==> src/design/double_clap_detector_defines.svh <==
// assertion macros shared by the double clap detector rtl
`ifndef DOUBLE_CLAP_DETECTOR_DEFINES_SVH
`define DOUBLE_CLAP_DETECTOR_DEFINES_SVH

// consequent must hold in the same cycle as the antecedent
`define DCD_ASSERT_NOW(label, clk, rst, ante, cons) \
   label: assert property (@(posedge clk) disable iff (rst) (ante) |-> (cons)) \
      else $error("same-cycle check failed");

// consequent must hold in the cycle after the antecedent
`define DCD_ASSERT_NEXT(label, clk, rst, ante, cons) \
   label: assert property (@(posedge clk) disable iff (rst) (ante) |=> (cons)) \
      else $error("next-cycle check failed");

`endif

==> src/design/dcd_pkg.sv <==
// shared types and constants of the double clap detector
package dcd_pkg;

   localparam int ACC_BITS_DEFAULT = 32;

   localparam int SAMPLE_W = 10;
   localparam int TIME_W   = 32;
   localparam int WAIT_W   = 16;
   localparam int PCT_W    = 7;
   localparam int SLOPE_W  = SAMPLE_W + 1;
   localparam int PROD_W   = SAMPLE_W + PCT_W;

   localparam int REQ_TDATA_W = 48;
   localparam int RSP_TDATA_W = 16;

   localparam int CSR_IDX_W  = 2;
   localparam int CSR_DATA_W = 16;

   localparam logic [CSR_IDX_W-1:0] CSR_MAX_WAIT  = 2'd0;
   localparam logic [CSR_IDX_W-1:0] CSR_DEAD_ZONE = 2'd1;
   localparam logic [CSR_IDX_W-1:0] CSR_LIMIT_PCT = 2'd2;

   localparam logic [WAIT_W-1:0] MAX_WAIT_RESET  = 16'd1000;
   localparam logic [WAIT_W-1:0] DEAD_ZONE_RESET = 16'd100;
   localparam logic [PCT_W-1:0]  LIMIT_PCT_RESET = 7'd3;

   localparam logic [PCT_W-1:0] PCT_SCALE = 7'd100;

   typedef enum logic [1:0] {
      ST_IDLE,
      ST_CHECK,
      ST_DIV,
      ST_EVAL
   } state_type;

   typedef struct packed {
      logic busy;
      logic done;
   } div_status_type;

endpackage

==> src/design/dcd_div.sv <==
// bit-serial restoring divider for the running mean
`include "double_clap_detector_defines.svh"

module dcd_div
   import dcd_pkg::*;
#(
   parameter int ACC_BITS = ACC_BITS_DEFAULT
) (
   input  logic                clock,
   input  logic                reset,
   input  logic                start,
   input  logic [ACC_BITS-1:0] dividend,
   input  logic [ACC_BITS-1:0] divisor,
   output div_status_type      status,
   output logic [SAMPLE_W-1:0] quotient
);

   localparam int CNT_W = $clog2(ACC_BITS + 1);

   logic [ACC_BITS-1:0] rem_ff, rem_in;
   logic [ACC_BITS-1:0] dvd_ff, dvd_in;
   logic [ACC_BITS-1:0] dsr_ff, dsr_in;
   logic [SAMPLE_W-1:0] quot_ff, quot_in;
   logic [CNT_W-1:0]    cnt_ff, cnt_in;
   logic                busy_ff, busy_in;
   logic                done_ff, done_in;

   logic [ACC_BITS-1:0] trial;
   logic [ACC_BITS-1:0] diff;
   logic                fits;

   assign trial = {rem_ff[ACC_BITS-2:0], dvd_ff[ACC_BITS-1]};
   assign fits  = trial >= dsr_ff;
   assign diff  = trial - dsr_ff;

   always_comb begin
      rem_in  = rem_ff;
      dvd_in  = dvd_ff;
      dsr_in  = dsr_ff;
      quot_in = quot_ff;
      cnt_in  = cnt_ff;
      busy_in = busy_ff;
      done_in = 1'b0;
      if (start) begin
         rem_in  = '0;
         dvd_in  = dividend;
         dsr_in  = divisor;
         quot_in = '0;
         cnt_in  = CNT_W'(ACC_BITS);
         busy_in = 1'b1;
      end else if (busy_ff) begin
         rem_in  = fits ? diff : trial;
         dvd_in  = {dvd_ff[ACC_BITS-2:0], 1'b0};
         quot_in = {quot_ff[SAMPLE_W-2:0], fits};
         cnt_in  = cnt_ff - CNT_W'(1);
         if (cnt_ff == CNT_W'(1)) begin
            busy_in = 1'b0;
            done_in = 1'b1;
         end
      end
   end

   always_ff @(posedge clock) begin
      if (reset) begin
         busy_ff <= 1'b0;
         done_ff <= 1'b0;
      end else begin
         busy_ff <= busy_in;
         done_ff <= done_in;
      end
   end

   always_ff @(posedge clock) begin
      rem_ff  <= rem_in;
      dvd_ff  <= dvd_in;
      dsr_ff  <= dsr_in;
      quot_ff <= quot_in;
      cnt_ff  <= cnt_in;
   end

   assign status.busy = busy_ff;
   assign status.done = done_ff;
   assign quotient    = quot_ff;

   `DCD_ASSERT_NOW(a_rem_below_half, clock, reset, busy_ff, !rem_ff[ACC_BITS-1])
   `DCD_ASSERT_NEXT(a_start_busy, clock, reset, start, busy_ff)
   `DCD_ASSERT_NOW(a_done_idle, clock, reset, done_ff, !busy_ff)

endmodule

==> src/design/double_clap_detector.sv <==
// top level of the double clap detector
`include "double_clap_detector_defines.svh"

// Double clap detector. Each req transaction carries one sound sample with its
// millisecond time stamp and gives exactly one rsp transaction. The running
// mean is found by a bit-serial divider that retires one quotient bit per
// cycle. A transaction that uses its sample passes through a capture step,
// the window and dead zone compares, the divider and an evaluate step. A
// sample that arrives after the window of a pending peak has run out skips
// the divider and gets an all-zero rsp. A result waiting in the rsp register
// does not block acceptance of the next req transaction, but that one stalls
// before its own rsp until the register is free. Write the registers through
// the csr port only while the block is idle; the block does not enforce this.
module double_clap_detector
   import dcd_pkg::*;
#(
   parameter int ACC_BITS = ACC_BITS_DEFAULT
) (
   input  logic                   clock,
   input  logic                   reset,
   input  logic                   req_tvalid,
   output logic                   req_tready,
   // sample[9:0], time_ms[41:10], stats_only[42], zero fill
   input  logic [REQ_TDATA_W-1:0] req_tdata,
   output logic                   rsp_tvalid,
   input  logic                   rsp_tready,
   // triggered[0], sample_taken[1], reported_sample[11:2], zero fill
   output logic [RSP_TDATA_W-1:0] rsp_tdata,
   input  logic                   csr_we,
   input  logic [CSR_IDX_W-1:0]   csr_index,
   input  logic [CSR_DATA_W-1:0]  csr_wdata
);

   state_type               state_ff, state_in;
   logic [SAMPLE_W-1:0]     sample_ff, sample_in;
   logic [TIME_W-1:0]       time_ff, time_in;
   logic                    tweak_ff, tweak_in;
   logic [ACC_BITS-2:0]     sum_ff, sum_in;
   logic [ACC_BITS-2:0]     cnt_ff, cnt_in;
   logic [ACC_BITS-2:0]     dev_sum_ff, dev_sum_in;
   logic                    pend_valid_ff, pend_valid_in;
   logic [TIME_W-1:0]       pend_time_ff, pend_time_in;
   logic                    ign_valid_ff, ign_valid_in;
   logic [TIME_W-1:0]       ign_time_ff, ign_time_in;
   logic [SAMPLE_W-1:0]     last_wave_ff, last_wave_in;
   logic [SLOPE_W-1:0]      slope_ff, slope_in;
   logic                    in_window_ff, in_window_in;
   logic                    dz_over_ff, dz_over_in;
   logic [WAIT_W-1:0]       max_wait_ff, max_wait_in;
   logic [WAIT_W-1:0]       dead_zone_ff, dead_zone_in;
   logic [PCT_W-1:0]        limit_ff, limit_in;
   logic                    rsp_tvalid_ff, rsp_tvalid_in;
   logic [RSP_TDATA_W-1:0]  rsp_tdata_ff, rsp_tdata_in;

   logic [TIME_W-1:0]       pend_elapsed;
   logic [TIME_W-1:0]       ign_elapsed;
   logic                    timeout;
   logic                    out_free;
   logic [ACC_BITS-1:0]     nsum;
   logic [ACC_BITS-1:0]     ncnt;
   logic [ACC_BITS-1:0]     ndev;
   logic [SAMPLE_W-1:0]     mean;
   logic [SAMPLE_W-1:0]     dev;
   logic                    overflow;
   logic [PROD_W-1:0]       dev_scaled;
   logic [PROD_W-1:0]       threshold;
   logic [SLOPE_W-1:0]      slope_work;
   logic                    peak;
   logic                    trig;
   logic                    div_start;
   div_status_type          div_status;

   assign pend_elapsed = time_ff - pend_time_ff;
   assign ign_elapsed  = time_ff - ign_time_ff;
   assign timeout      = pend_valid_ff &&
                         (pend_elapsed > TIME_W'(max_wait_ff));
   assign out_free     = !rsp_tvalid_ff || rsp_tready;

   assign nsum = {1'b0, sum_ff} + ACC_BITS'(sample_ff);
   assign ncnt = {1'b0, cnt_ff} + ACC_BITS'(1);

   dcd_div #(
      .ACC_BITS (ACC_BITS)
   ) u_div (
      .clock    (clock),
      .reset    (reset),
      .start    (div_start),
      .dividend (nsum),
      .divisor  (ncnt),
      .status   (div_status),
      .quotient (mean)
   );

   assign dev        = (sample_ff >= mean) ? (sample_ff - mean) : (mean - sample_ff);
   assign ndev       = {1'b0, dev_sum_ff} + ACC_BITS'(dev);
   assign overflow   = nsum[ACC_BITS-1] || ndev[ACC_BITS-1] || ncnt[ACC_BITS-1];
   assign dev_scaled = PROD_W'(dev) * PROD_W'(PCT_SCALE);
   assign threshold  = PROD_W'(mean) * PROD_W'(limit_ff);

   assign req_tready = (state_ff == ST_IDLE);

   always_comb begin
      state_in      = state_ff;
      sample_in     = sample_ff;
      time_in       = time_ff;
      tweak_in      = tweak_ff;
      sum_in        = sum_ff;
      cnt_in        = cnt_ff;
      dev_sum_in    = dev_sum_ff;
      pend_valid_in = pend_valid_ff;
      pend_time_in  = pend_time_ff;
      ign_valid_in  = ign_valid_ff;
      ign_time_in   = ign_time_ff;
      last_wave_in  = last_wave_ff;
      slope_in      = slope_ff;
      in_window_in  = in_window_ff;
      dz_over_in    = dz_over_ff;
      max_wait_in   = max_wait_ff;
      dead_zone_in  = dead_zone_ff;
      limit_in      = limit_ff;
      rsp_tvalid_in = rsp_tvalid_ff && !rsp_tready;
      rsp_tdata_in  = rsp_tdata_ff;
      div_start     = 1'b0;
      slope_work    = slope_ff;
      peak          = 1'b0;
      trig          = 1'b0;

      unique case (state_ff)
         ST_IDLE: begin
            if (req_tvalid) begin
               sample_in = req_tdata[SAMPLE_W-1:0];
               time_in   = req_tdata[SAMPLE_W+TIME_W-1:SAMPLE_W];
               tweak_in  = req_tdata[SAMPLE_W+TIME_W];
               state_in  = ST_CHECK;
            end
         end
         ST_CHECK: begin
            if (timeout) begin
               if (out_free) begin
                  pend_valid_in = 1'b0;
                  pend_time_in  = '0;
                  last_wave_in  = '0;
                  ign_valid_in  = 1'b0;
                  ign_time_in   = '0;
                  rsp_tvalid_in = 1'b1;
                  rsp_tdata_in  = '0;
                  state_in      = ST_IDLE;
               end
            end else begin
               div_start    = 1'b1;
               in_window_in = pend_elapsed < TIME_W'(max_wait_ff);
               dz_over_in   = ign_elapsed > TIME_W'(dead_zone_ff);
               state_in     = ST_DIV;
            end
         end
         ST_DIV: begin
            if (div_status.done) begin
               state_in = ST_EVAL;
            end
         end
         ST_EVAL: begin
            if (out_free) begin
               if (overflow) begin
                  cnt_in     = (ACC_BITS-1)'(1);
                  sum_in     = (ACC_BITS-1)'(sample_ff);
                  dev_sum_in = '0;
                  slope_in   = '0;
               end else begin
                  sum_in     = nsum[ACC_BITS-2:0];
                  cnt_in     = ncnt[ACC_BITS-2:0];
                  dev_sum_in = ndev[ACC_BITS-2:0];
                  if (!tweak_ff && (!ign_valid_ff || dz_over_ff)) begin
                     ign_valid_in = 1'b0;
                     ign_time_in  = '0;
                     if (last_wave_ff != '0) begin
                        slope_work   = {1'b0, last_wave_ff} - {1'b0, dev};
                        last_wave_in = dev;
                     end
                     slope_in = slope_work;
                     peak = (dev_scaled >= threshold) &&
                            (slope_work[SLOPE_W-1] || (slope_work == '0));
                     if (peak) begin
                        if (pend_valid_ff) begin
                           trig          = in_window_ff;
                           pend_valid_in = 1'b0;
                           pend_time_in  = '0;
                           last_wave_in  = '0;
                        end else begin
                           pend_valid_in = 1'b1;
                           pend_time_in  = time_ff;
                           last_wave_in  = dev;
                        end
                        ign_valid_in = 1'b1;
                        ign_time_in  = time_ff;
                     end
                  end
               end
               rsp_tvalid_in = 1'b1;
               rsp_tdata_in  = RSP_TDATA_W'({sample_ff, 1'b1, trig});
               state_in      = ST_IDLE;
            end
         end
         default: begin
            state_in = ST_IDLE;
         end
      endcase

      if (csr_we) begin
         unique case (csr_index)
            CSR_MAX_WAIT:  max_wait_in  = csr_wdata[WAIT_W-1:0];
            CSR_DEAD_ZONE: dead_zone_in = csr_wdata[WAIT_W-1:0];
            CSR_LIMIT_PCT: limit_in     = csr_wdata[PCT_W-1:0];
            default: ;
         endcase
      end
   end

   always_ff @(posedge clock) begin
      if (reset) begin
         state_ff      <= ST_IDLE;
         sum_ff        <= '0;
         cnt_ff        <= '0;
         dev_sum_ff    <= '0;
         pend_valid_ff <= 1'b0;
         pend_time_ff  <= '0;
         ign_valid_ff  <= 1'b0;
         ign_time_ff   <= '0;
         last_wave_ff  <= '0;
         slope_ff      <= '0;
         max_wait_ff   <= MAX_WAIT_RESET;
         dead_zone_ff  <= DEAD_ZONE_RESET;
         limit_ff      <= LIMIT_PCT_RESET;
         rsp_tvalid_ff <= 1'b0;
      end else begin
         state_ff      <= state_in;
         sum_ff        <= sum_in;
         cnt_ff        <= cnt_in;
         dev_sum_ff    <= dev_sum_in;
         pend_valid_ff <= pend_valid_in;
         pend_time_ff  <= pend_time_in;
         ign_valid_ff  <= ign_valid_in;
         ign_time_ff   <= ign_time_in;
         last_wave_ff  <= last_wave_in;
         slope_ff      <= slope_in;
         max_wait_ff   <= max_wait_in;
         dead_zone_ff  <= dead_zone_in;
         limit_ff      <= limit_in;
         rsp_tvalid_ff <= rsp_tvalid_in;
      end
   end

   always_ff @(posedge clock) begin
      sample_ff    <= sample_in;
      time_ff      <= time_in;
      tweak_ff     <= tweak_in;
      in_window_ff <= in_window_in;
      dz_over_ff   <= dz_over_in;
      rsp_tdata_ff <= rsp_tdata_in;
   end

   assign rsp_tvalid = rsp_tvalid_ff;
   assign rsp_tdata  = rsp_tdata_ff;

   `DCD_ASSERT_NEXT(a_accept_check, clock, reset, req_tvalid && req_tready, state_ff == ST_CHECK)
   `DCD_ASSERT_NOW(a_done_in_div, clock, reset, div_status.done, state_ff == ST_DIV)
   `DCD_ASSERT_NOW(a_timeout_empty, clock, reset, rsp_tvalid_ff && !rsp_tdata_ff[1], rsp_tdata_ff == '0)

endmodule

==> config.mk <==
export PLATFORM = sky130hd
export DESIGN_NAME = double_clap_detector
export DESIGN_NICKNAME = d
export VERILOG_FILES = /design/src/design/dcd_pkg.sv /design/src/design/dcd_div.sv /design/src/design/double_clap_detector.sv
export VERILOG_INCLUDE_DIRS = /design/src /design/src/design
export SDC_FILE = /design/constraint.sdc
export NUM_CORES = 1
export LEC_CHECK = 0
export BUFFER_PORTS_ARGS = -buffer_cell sky130_fd_sc_hd__clkbuf_2
export CAP_MARGIN = 20
export CELL_PAD_IN_SITES_DETAIL_PLACEMENT = 1
export CELL_PAD_IN_SITES_GLOBAL_PLACEMENT = 1
export CORE_MARGIN = 3
export CORE_UTILIZATION = 49
export DETAILED_ROUTE_END_ITERATION = 6
export PLACE_DENSITY_LB_ADDON = 0.1
export SYNTH_ARGS = -nofsm -noshare
export SYNTH_HDL_FRONTEND = slang
export SYNTH_SLANG_ARGS = --single-unit
==> constraint.sdc <==
create_clock -name clock -period 10 [get_ports clock]
set_clock_uncertainty 0.1 [all_clocks]
set_input_delay 0.5 -clock clock [delete_from_list [all_inputs] [get_ports clock]]
set_output_delay 0.5 -clock clock [all_outputs]
set_load 0.02 [all_outputs]
==> out/results.tsv, run 1 <==
stage	metric	value	unit
global_route	grt_antenna_before_repair	0	
critical_path	worstReg2RegEnd	last_wave_ff[2]$_SDFFE_PP0P_	
clocking	h-tree-depth	2	
yosys	synth_top_family_by_area	compound AO/OA/AOI/OAI gates	
yosys	synth.yosys.warnings	0	
place	routabilityCongestion	0.8775	
yosys	synth-seq-cells	392	
routing	drc	0	
global_route	grtUsageTotal	26.49	%
place	dp_hpwl	57160	um
place	numPortBuffers	79	
worst_hold_path	holdPathStages	1	
critical_path	end_kind	register	
timing	post-route-min-period	9.420	ns
yosys	synth.most_common_cell	inv_1	
cells_and_area	synthToLayoutAreaGrowth	11.12	%
routing	first_pass_iters	5	
yosys	synth_xor_area_share	5.744	%
worst_hold_path	hold_path_class	input port to register	
power_and_ir_drop	powerDensity	232.7	mW/mm2
yosys	syn_avg_cell_area	8.766	um2
timing	tightest_slew	1.093	ns
power_and_ir_drop	leakagePower	12.64	nW
yosys	syn_inst	3106	
clocking	cts_tree	done	
outcome	status	complete, no violations	
timing	setup_ws	0.5799	ns
critical_path	critPathLaunchType	register	
yosys	async_reset_ff_share	0	%
critical_path	crit_start	sample_ff[0]$_DFFE_PP_	
routing	drtIter0Drc	979	
timing	clock.fmax	0.1062	GHz
yosys	synth_seq_area_share	33.27	%
yosys	synth_top_area_share	19.92	%
cells_and_area	nNetsFinal	3558	
critical_path	cpMaxStageDelayCell	a2111oi_1	
yosys	yosysUniqueCellTypes	93	
routing	via_count	23037	
worst_hold_path	min_to	sample_ff[3]$_DFFE_PP_	
floorplan	rows	85	
timing	rsz0062_at_grt	false	
global_route	grt_overflow_total	0	
timing	finalSetupViolCount	0	
critical_path	cp.required	10.38	ns
cells_and_area	fillerInstances	6355	
timing	slew_violations	0	
clocking	clock_latency	0.59	ns
floorplan	io_pins	89	
floorplan	core-area	0.05435	mm2
yosys	synthMuxAreaShare	3.892	%
yosys	synth_compound_area_share	18.93	%
floorplan	die_width	241.7	um
timing	hold_viol	0	
yosys	synthAdderAreaFrac	15.70	%
critical_path	crit_arrival	9.80	ns
routing	drt_wl_total	78210	um
global_route	grt_pass1_wl	129100	um
yosys	synth-simple-area-share	16.06	%
yosys	synth_edf_count	121	
place	pre_cts_ws	0.3648	ns
critical_path	worstPathMaxFanout	10	
critical_path	crit_type	register to register	
global_route	grt_pass1_vias	24928	
timing	slew_headroom	27.13	%
clocking	cts.sinks	392	
routing	via_per_inst	5.823	
routing	antenna_left	0	
yosys	ys.flop_type	dfxtp_1	
worst_hold_path	holdCritStartpoint	req_tdata[3]	
clocking	cts_buffer_depth	3	
floorplan	die_h	241.7	um
timing	fin_tns_setup	0	ns
global_route	grt_max_degree	73	
clocking	cts_buffers	48	
timing	fin_crit_sh	94.20	%
yosys	syn_area	0.02723	mm2
critical_path	r2r_start	sample_ff[0]$_DFFE_PP_	
routing	wl_per_cell	19.77	um
yosys	synth_top_area_cell	dfxtp_1	
run	drv_cap	0	
yosys	synth_area_leaders	dfxtp_1 20%, edfxtp_1 13%, ha_1 12%	
clocking	path_clk_slew	0.06	ns
clocking	clock-root-buffer	clkbuf_16	
floorplan	dieArea	0.05843	mm2
power_and_ir_drop	peakVddDrop	208.7	uV
critical_path	slowest_delay	0.53	ns
cells_and_area	drive_above_1_share	7.991	%
floorplan	start_util	50.10	%
critical_path	r2r_slack	0.58	ns
yosys	synthTopCellsByCount	309 x inv_1, 291 x nand2_1, 271 x dfxtp_1, 259 x ha_1, 242 x nor2_1	
critical_path	reg2reg_depth	36	
[final cells by class]
| class | instances | area (um2) | share of cell area (%) |
|---|---|---|---|
| clock buffers | 68 | 1378 | 4.553 |
| multi-input cells | 2277 | 16500 | 54.52 |
| clock inverters | 20 | 210.2 | 0.6947 |
| well taps | 739 | 924.6 | 3.056 |
| repair buffers | 148 | 1016 | 3.358 |
| diodes | 1 | 2.502 | 0.008271 |
| inverters | 311 | 1170 | 3.867 |
| flip-flops and latches | 392 | 9060 | 29.94 |
[repair_timing]
action                     CTS  global route
buffers inserted             0             3
hold buffers                41             0
gates resized for setup      0             2
setup endpoints to repair    0            76
hold endpoints to repair    41             0
[registers in the layout (all words and copies together), names as in the netlist, 2 cells and up]
register / cells
sum_ff: 31
sample_ff: 10
time_ff: 32
dead_zone_ff: 16
ign_time_ff: 32
dev_sum_ff: 31
max_wait_ff: 16
u_div.quotient: 10
last_wave_ff: 10
limit_ff: 7
u_div.dsr_ff: 32
rsp_tdata: 12
u_div.dvd_ff: 32
u_div.cnt_ff: 6
slope_ff: 11
state_ff: 2
cnt_ff: 31
pend_time_ff: 32
u_div.rem_ff: 31
[worst max-delay path, delay by kind of cell, from the launching register on]
kind	cells	cell delay, ns
AOI/OAI and AO/OA	11	2.47
adders and majority gates	7	2.33
and+or+nand+nor	8	2.14
muxes	2	0.73
buffers and inverters	6	0.64
xor gates and xnor gates	2	0.48
DFF	1	0.42
[per-stage QoR]
step	instance area (um2)	utilization (%)	instances	hold slack, ns	total power [W]
final	30260	55.67	3956	0.03705	0.007042
after global routing	30250	55.67	3955	0.01466	0.007605
after CTS	30220	55.61	3952	0.001166	0.007091
after detailed placement	28220	51.93	3823	0.3430	0.005249
after global placement	28220	51.93	3823	0.3352	0.005042
after floorplan	27240	-	3109	0.3267	0.004408
[kinds of logic after synthesis]
kind of cell               Yosys count
AOI/OAI and AO/OA                  762
xor gates and xnor gates           177
adders and majority gates          312
buffers and inverters              440
DFF                                392
muxes                              101
other                                1
and+or+nand+nor                    921
[routing by layer]
metal	wire length (um)	track usage (%)	up-vias
li1	-	-	11058
met1	33780	32.49	11481
met2	39510	48.36	344
met3	2452	2.869	154
met4	2468	8.893	0
met5	0	0	-
[cells in the final DEF (no fill, tap or decap), drive strengths merged, types with 17 or more instances in the layout]
cell type	n
xnor2	111
a211o	17
nand2	291
ha	259
edfxtp	121
nor2b	29
o211ai	23
mux2i	65
a22o	77
o21a	30
a21o	69
a211oi	53
mux2	36
a21oi	194
fa	50
nand4	33
nand2b	32
nor2	242
dlygate4sd3	41
or3	21
clkbuf	146
and3	25
nor3	55
buf	29
o31ai	20
o21ai	147
inv	312
xor2	65
nand3	80
dfxtp	271
and2	48
[how the worst max path moves through the flow]
| stage | endpoint | slack [ns] | depth (start not counted) |
|---|---|---|---|
| floorplan | last_wave_ff[2]$_SDFFE_PP0P_ | 1.67 | 35 |
| global placement | pend_time_ff[20]$_SDFFE_PP0P_ | 0.78 | 35 |
| detailed placement | pend_time_ff[2]$_SDFFE_PP0P_ | 0.36 | 36 |
| CTS | pend_time_ff[5]$_SDFFE_PP0P_ | 0.27 | 36 |
| global route | last_wave_ff[2]$_SDFFE_PP0P_ | 0.03 | 37 |
| finish | last_wave_ff[2]$_SDFFE_PP0P_ | 0.58 | 36 |
[where the power goes]
| group | leakage, nW | switching (W) | total, W | internal, W |
|---|---|---|---|---|
| Combinational | 8.53 | 0.00191 | 0.00331 | 0.00141 |
| Clock | 0.776 | 0.000714 | 0.00177 | 0.00106 |
| Sequential | 3.34 | 0.000133 | 0.00195 | 0.00182 |
| Total | 12.6 | 0.00276 | 0.00704 | 0.00429 |
(Power assumes the default switching activity.)
==> inputs of run 2 (changes only) <==
Settings changed: REMOVE_ABC_BUFFERS set to 1.
Clock period 10 ns to 10.6 ns, I/O delays scaled along.
==> run 2 against run 1 <==
Net effect: combinational power fell by 5%; sequential power shrank 6%; worst setup slack improved by 0.42 ns; clock power is 5% lower; wire length is 0.99% lower; via count fell by 0.80%; die area did not move; maximum frequency shrank 1.8%; hold slack improved by 0.00059 ns; utilization shrank 0.15 points; critical path type unchanged; critical endpoint unchanged; largest cell class unchanged; largest power group unchanged.
==> out/results.tsv, run 2 (synthesis results as in run 1) <==
stage	metric	value	unit
outcome	status	complete, no violations	
global_route	grt_pass1_wl	125600	um
cells_and_area	synthToLayoutAreaGrowth	10.83	%
cells_and_area	fillerInstances	6330	
clocking	cts_buffers	47	
clocking	clock-root-buffer	clkbuf_16	
critical_path	worstPathMaxFanout	10	
worst_hold_path	holdCritStartpoint	req_tdata[7]	
timing	slew_violations	0	
floorplan	dieArea	0.05843	mm2
timing	whs	0.03764	ns
timing	clock.fmax	0.1042	GHz
timing	tightest_slew	1.057	ns
routing	via_per_inst	5.790	
clocking	cts.sinks	392	
clocking	path_clk_slew	0.06	ns
clocking	cts_tree	done	
critical_path	worstReg2RegEnd	last_wave_ff[2]$_SDFFE_PP0P_	
timing	slew_headroom	29.53	%
critical_path	end_kind	register	
global_route	grt_overflow_total	0	
routing	drc	0	
timing	finalSetupViolCount	0	
global_route	grt_antenna_before_repair	1	
worst_hold_path	holdPathStages	1	
timing	rsz0062_at_grt	false	
timing	fin_tns_setup	0	ns
timing	hold_viol	0	
routing	via_count	22853	
routing	drt_wl_total	77430	um
power_and_ir_drop	leakagePower	12.60	nW
global_route	grt_max_degree	74	
place	routabilityCongestion	0.8869	
cells_and_area	drive_above_1_share	7.764	%
clocking	postCtsSetupRepairBufs	0	
clocking	h-tree-depth	2	
critical_path	r2r_start	sample_ff[0]$_DFFE_PP_	
run	drv_cap	0	
global_route	grt_pass1_vias	24456	
power_and_ir_drop	powerDensity	220.2	mW/mm2
routing	antenna_left	0	
routing	first_pass_iters	5	
floorplan	io_pins	89	
critical_path	cp.required	10.97	ns
floorplan	core-area	0.05435	mm2
place	dp_hpwl	56460	um
floorplan	die_width	241.7	um
place	numPortBuffers	79	
routing	wl_per_cell	19.62	um
floorplan	start_util	50.10	%
cells_and_area	nNetsFinal	3548	
global_route	grtUsageTotal	25.89	%
critical_path	r2r_slack	1.00	ns
clocking	clock_latency	0.60	ns
timing	post-route-min-period	9.596	ns
floorplan	die_h	241.7	um
critical_path	crit_type	register to register	
cells_and_area	layout_common_cells	309 x inv_1, 291 x nand2_1, 270 x dfxtp_1	
critical_path	critPathLaunchType	register	
worst_hold_path	hold_path_class	input port to register	
worst_hold_path	min_to	sample_ff[7]$_DFFE_PP_	
critical_path	cpMaxStageDelayCell	fa_1	
routing	drtIter0Drc	1070	
timing	fin_crit_sh	90.53	%
critical_path	reg2reg_depth	35	
critical_path	slowest_delay	0.53	ns
power_and_ir_drop	peakVddDrop	194.0	uV
clocking	cts_buffer_depth	3	
critical_path	crit_arrival	9.97	ns
floorplan	rows	85	
cells_and_area	final_common_cell	inv_1	
-- run 2: area by class of cell --
| cell class | count | area, um2 | share of cell area (%) |
|---|---|---|---|
| Antenna cell | 1 | 2.502 | 0.008292 |
| Clock buffer | 72 | 1404 | 4.652 |
| Clock inverter | 16 | 195.2 | 0.6468 |
| Inverter | 311 | 1170 | 3.877 |
| Multi-Input combinational cell | 2277 | 16480 | 54.61 |
| Sequential cell | 392 | 9060 | 30.02 |
| Tap cell | 739 | 924.6 | 3.064 |
| Timing Repair Buffer | 139 | 940.9 | 3.118 |
-- run 2: what timing repair did --
action | 4_1_cts | 5_1_grt
gates resized for setup | 0 | 0
hold buffers | 38 | 0
hold endpoints to repair | 38 | 0
endpoints found under the setup margin | 0 | 0
-- run 2: critical path, delay by kind of cell, from the launching register on --
family | cells | cell delay, ns
buffers and inverters | 5 | 0.50
muxes | 2 | 0.82
xor gates and xnor gates | 2 | 0.38
adders and majority gates | 7 | 2.35
DFF | 1 | 0.43
AOI/OAI and AO/OA | 11 | 2.51
and+or+nand+nor | 8 | 2.38
-- run 2: per-stage QoR --
step / setup WS [ns] / total power, W / cells / instance area [um2] / utilization [%]
6_report: 1.004 / 0.006647 / 3947 / 30180 / 55.53
4_1_cts: 1.036 / 0.006688 / 3946 / 30180 / 55.52
3_5_place_dp: 1.071 / 0.004948 / 3820 / 28200 / 51.88
2_1_floorplan: 1.156 / 0.004136 / 2980 / 26670 / -
3_3_place_gp: 1.318 / 0.004762 / 3820 / 28200 / 51.88
5_1_grt: 0.3622 / 0.007157 / 3946 / 30180 / 55.52
-- run 2: worst max path at each step --
stage	from	endpoint	slack (ns)	depth (start not counted)
detailed placement	sample_ff[0]$_DFFE_PP_	last_wave_ff[2]$_SDFFE_PP0P_	1.07	35
finish	sample_ff[0]$_DFFE_PP_	last_wave_ff[2]$_SDFFE_PP0P_	1.00	35
CTS	sample_ff[0]$_DFFE_PP_	last_wave_ff[2]$_SDFFE_PP0P_	1.04	35
floorplan	time_ff[0]$_DFFE_PP_	u_div.dvd_ff[0]$_SDFFCE_PN0P_	1.16	20
global route	sample_ff[0]$_DFFE_PP_	last_wave_ff[2]$_SDFFE_PP0P_	0.36	36
global placement	sample_ff[0]$_DFFE_PP_	pend_time_ff[17]$_SDFFE_PP0P_	1.32	36
-- run 2: metal layers --
metal | routed length [um] | vias up | global-route usage (%)
met5 | 11 | - | 0
met4 | 2290 | 2 | 8.822
met3 | 2450 | 143 | 3.002
met2 | 38160 | 358 | 46.51
met1 | 34520 | 11278 | 32.20
li1 | - | 11072 | -
-- run 2: report_power, final --
group          internal, W  switching, W  leakage [nW]
registers          0.00172      0.000119          3.34
logic              0.00132       0.00181          8.48
clock network      0.00101      0.000674         0.783
